**src/design/bffa_div.sv**
```systemverilog
`timescale 1ns / 1ps

module bffa_div #(
  parameter int DW      = 18,
  parameter int DIVISOR = 64,
  parameter int RW      = $clog2(DIVISOR + 1)
) (
  input  logic          clk_i,
  input  logic          rst_ni,
  input  logic          start_i,
  input  logic [DW-1:0] dividend_i,
  output logic          done_o,
  output logic [DW-1:0] quot_o,
  output logic [RW-1:0] rem_o
);

  // Reciprocal constants: (dividend * MUL) >> SH gives the exact quotient of any DW-bit value
  localparam int              LW    = (DIVISOR > 1) ? $clog2(DIVISOR) : 1;
  localparam int              SH    = DW + LW;
  localparam longint unsigned MUL   = ((longint'(1) << SH) + DIVISOR - 1) / DIVISOR;
  localparam int              MW    = DW + 2;
  localparam logic [MW-1:0]   MUL_C = MW'(MUL);
  localparam logic [DW-1:0]   DIV_C = DW'(DIVISOR);

  localparam logic [1:0] PH_IDLE = 2'd0;
  localparam logic [1:0] PH_MUL  = 2'd1;
  localparam logic [1:0] PH_REM  = 2'd2;

  logic [1:0]       ph_q, ph_d;
  logic             done_q, done_d;
  logic [DW-1:0]    dvd_q, dvd_d;
  logic [DW-1:0]    quot_q, quot_d;
  logic [RW-1:0]    rem_q, rem_d;
  logic [DW+MW-1:0] prod;
  logic [DW-1:0]    back;

  // Quotient by reciprocal multiply, then remainder by multiply and subtract
  always_comb begin
    ph_d   = ph_q;
    done_d = 1'b0;
    dvd_d  = dvd_q;
    quot_d = quot_q;
    rem_d  = rem_q;
    prod   = dvd_q * MUL_C;
    back   = DW'(quot_q * DIV_C);
    if (start_i) begin
      ph_d  = PH_MUL;
      dvd_d = dividend_i;
    end else begin
      case (ph_q)
        PH_MUL: begin
          quot_d = DW'(prod >> SH);
          ph_d   = PH_REM;
        end
        PH_REM: begin
          rem_d  = RW'(dvd_q - back);
          done_d = 1'b1;
          ph_d   = PH_IDLE;
        end
        default: begin
          ph_d = PH_IDLE;
        end
      endcase
    end
  end

  always_ff @(posedge clk_i or negedge rst_ni) begin
    if (!rst_ni) begin
      ph_q   <= PH_IDLE;
      done_q <= 1'b0;
    end else begin
      ph_q   <= ph_d;
      done_q <= done_d;
    end
  end

  always_ff @(posedge clk_i) begin
    dvd_q  <= dvd_d;
    quot_q <= quot_d;
    rem_q  <= rem_d;
  end

  assign done_o = done_q;
  assign quot_o = quot_q;
  assign rem_o  = rem_q;

endmodule

```
**config.mk**
```make
export PLATFORM = sky130hd
export DESIGN_NAME = bffa_div
export DESIGN_NICKNAME = d
export VERILOG_FILES = /design/src/design/bffa_div.sv
export SDC_FILE = /design/constraint.sdc
export NUM_CORES = 1
export LEC_CHECK = 0
export BUFFER_PORTS_ARGS = -buffer_cell sky130_fd_sc_hd__buf_2
export CORE_MARGIN = 3
export CORE_UTILIZATION = 42
export DETAILED_ROUTE_END_ITERATION = 8
export HOLD_SLACK_MARGIN = 0.03
export PLACE_DENSITY = 0.73
export SLEW_MARGIN = 40
export SYNTH_ARGS = -nofsm -noshare
export SYNTH_HDL_FRONTEND = slang
export SYNTH_SLANG_ARGS = --single-unit
```
**constraint.sdc**
```tcl
create_clock -name clk_i -period 1.8 [get_ports clk_i]
set_input_delay 0.27 -clock clk_i [delete_from_list [all_inputs] [get_ports clk_i]]
set_output_delay 0.27 -clock clk_i [all_outputs]
set_load 0.02 [all_outputs]
```
Yosys cells after proc, flatten, opt, wreduce, memory -nomap -nowiden. Cells that the tools add are included.

Mux-type cells: 4. Bitwise operators: 1. Add/subtract/negate cells: 1. Reductions and logical operators: 2. Equal/unequal tests: 2.

Operators by type and width (count): 7-bit subtractor (1); 2-bit two-way mux (2); 2-bit AND reduction (2); 2-bit by 1-bit equality test with 1-bit output, second input constant (1); 2-bit equality test, second input constant (1); 1-bit two-way mux (2); 1-bit inverter (1).

Word-level logic and storage cells: 15. Output and inout bits: 26. Flip-flop bits (word level): 40.

Longest topological paths before layout.
Depth in word-level cells: 3. Mapped depth: 1.

Worst setup path before layout. OpenSTA, ideal clock, no wires.

Path type: register to register. From: reg ph_q[1]. To: reg quot_q[0], in the netlist quot_o[0], enable pin. Data arrival time: 1.372 ns. Library setup time: 0.401 ns. Path slack: 0.027 ns. Stages on the path, launching flop included: 2. Required time: 1.399 ns. Path through: dfrtp_1 -> nor3b_1.

Cells in the longest elaborated chain, start to end: 2.

RTL lines: start: declaration (RTL line 29) `logic [1:0] ph_q, ph_d;`; start signal: assignment (RTL line 72) `ph_q <= ph_d;`; 2-bit by 1-bit equality test with 1-bit output (RTL line 50) `case (ph_q)`; 2-bit AND reduction (no source line); end signal: assignment (RTL line 79) `quot_q <= quot_d;`; end: declaration (RTL line 32) `logic [DW-1:0] quot_q, quot_d;`.

Every way passes these cells. A chain may end at the register's enable or synchronous reset.

Worst setup path in the final report.
From: reg quot_q[0], in the netlist quot_o[0]. To: out quot_o[0].

RTL lines: end: declaration (RTL line 13) `output logic [DW-1:0] quot_o,`.

No word-level cell between the ends.

==> flow_summary.json <==
{
  "crit_buf_inv": 1,
  "core_um2": 2810,
  "syn_avg_cell_area_um2": 25.2,
  "vias": 576,
  "synth-simple-area-share_pct": 1.19,
  "synth.cell_area_um2": 1260,
  "synthMuxAreaShare_pct": 0,
  "clockBufferDepth": 2,
  "diodes": 0,
  "wl_per_cell_um": 13.7,
  "io_buffers": 40,
  "die_h_um": 60.7,
  "fp.dieArea_um2": 3690,
  "holdWs_ps": 85.5,
  "fin_util_pct": 56.8,
  "ir_worst_vdd_uv": 742,
  "ios": 47,
  "critPathSlowestCell": "edfxtp_1",
  "grt_pass1_wl_um": 2730,
  "cts_tree": "built",
  "cp_max_fo": 2,
  "maxCapViolCount": 0,
  "drt_iter0_markers": 13,
  "dp_slack_ps": 636,
  "syn_to_final_growth_pct": 26.6,
  "syn_inst": 50,
  "vias_per_cell": 4.36,
  "drc": 0,
  "start_util_pct": 44.9,
  "netlist-cell-type-count": 6,
  "max_stage_delay_ps": 430,
  "grt.overflow.total": 0,
  "gp_congestion": 0.698,
  "p_per_area_nw_per_um2": 1110,
  "place_area_um2": 1500,
  "ys_ff_latch": 40,
  "fin_ws_ps": 584,
  "endpoint_kind": "primary output",
  "arrival_ps": 950,
  "grt_start_max_net_pins": 15,
  "hpwl_um": 1370,
  "hold_violations": 0,
  "maxClockFrequency_ghz": 0.822,
  "period_minus_slack_ps": 1220,
  "critPathLaunchType": "flop",
  "num-fill-cells": 222,
  "ant_nets": 0,
  "antenna_found_initial": 0,
  "final.setup.tns_ps": 0,
  "final-setup-viol-count": 0,
  "rows": 19,
  "path_cells": "buf_2",
  "synth.area.top_cells": "edfxtp_1 (88%), dfrtp_1 (6.0%), buf_4 (3.6%)",
  "cts.sinks": 40,
  "hold_path.class": "in -> reg",
  "clk_latency_ps": 350,
  "synth_top_family_by_area": "buffers and inverters",
  "yosys.area.top_type": "edfxtp_1",
  "die_w_um": 60.7,
  "skew_ps": 15.6,
  "synth_adder_area_share_pct": 0,
  "clk_pin_slew_ps": 130,
  "required_ps": 1530,
  "nets": 121,
  "yosysSeqAreaShare_pct": 94.2,
  "drive_gt1_share_pct": 51.5,
  "grt_pass1_vias": 586,
  "crit_type": "reg -> out",
  "dr.pass1.iters": 4,
  "yosys.area_share.xor_xnor_pct": 0.696,
  "cts_buffers": 5,
  "postCtsSetupBuffers": 0,
  "cts_root_buf": "clkbuf_4",
  "fin_area_um2": 1590,
  "status": "completed",
  "report.final.slew_viol_count": 0,
  "wl_um": 1810,
  "p_leak_nw": 0.642,
  "rsz0062_at_grt": "no",
  "gr-usage-all-layers_pct": 11.2,
  "ys_warn_count": 0,
  "cpLargestDelayFamily": "flip-flops",
  "synth_compound_area_share_pct": 0,
  "h-tree-depth": 2,
  "synth_top_area_share_pct": 88.3,
  "finalCritPeriodShare_pct": 67.6
}
-- per-stage QoR --
step	power (mW)	std cells
detailed placement	1.20	123
finish	1.77	132
global placement	1.20	123
CTS	1.79	132
global route	1.85	132
floorplan	1.16	55
-- layer usage --
layer  vias up  track usage (%)  wire [um]
met4         0             6.50         19
li1        276                -          -
met5         -                0          0
met3         3             5.11        108
met1       278             11.8        663
met2        19             18.3       1020
-- report_power, final --
| group | internal (mW) | switching, mW | total, mW | leakage (nW) |
|---|---|---|---|---|
| Clock | 0.297 | 0.294 | 0.591 | 0.0454 |
| Sequential | 1.08 | 0.0138 | 1.09 | 0.390 |
| Combinational | 0.0325 | 0.0594 | 0.0919 | 0.207 |
-- layout make-up --
class | count | area, um2 | area share, %
Timing Repair Buffer | 44 | 233 | 14.6
Clock buffer | 5 | 37.5 | 2.35
Sequential cell | 40 | 1190 | 74.4
Multi-Input combinational cell | 9 | 51.3 | 3.22
Clock inverter | 3 | 47.5 | 2.98
Tap cell | 31 | 38.8 | 2.43
-- cells in the mapped netlist, drive strengths merged --
library cell,instances
nor3b,2
xor2,1
edfxtp,37
dfrtp,3
buf,6
conb,1
-- final timing paths --
check | from | to | slack (ps) | depth (start not counted)
min in group asynchronous | rst_ni | ph_q[1]$_DFF_PN0_ | 220 | 2
min reg2reg | dvd_q[17]$_DFFE_PP_ | quot_o[11]$_DFFE_PP_ | 430 | 0
min | dividend_i[9] | dvd_q[9]$_DFFE_PP_ | 90 | 1
max reg2reg | ph_q[1]$_DFF_PN0_ | quot_o[0]$_DFFE_PP_ | 690 | 2
max in group asynchronous | rst_ni | ph_q[0]$_DFF_PN0_ | 1460 | 2
max | quot_o[0]$_DFFE_PP_ | quot_o[0] | 580 | 1
-- sequential cells by signal, indices dropped and copies added, names as in the netlist --
| register | count |
|---|---|
| quot_o | 12 |
| ph_q | 2 |
| rem_o | 7 |
| dvd_q | 18 |
| done_o | 1 |
-- kinds of logic (layout without fill, tap and decap cells) --
family        after synthesis  count (layout)
xor+xnor                    1               1
buf+inv                     6              52
flops                      40              40
other cells                 1               6
simple gates                2               2
-- cell usage in the layout (no fill, tap or decap), drive strengths merged --
master	netlist	routed
edfxtp	37	37
clkbuf	0	5
conb	1	6
clkinv	0	2
xor2	1	1
buf	6	43
dlygate4sd3	0	1
nor3b	2	2
bufinv	0	1
dfrtp	3	3
-- what timing repair did --
item,4_1_cts,5_1_grt
gates resized for setup,0,0
hold endpoints to repair,3,0
hold buffers,1,0
(Power assumes the default switching activity.)
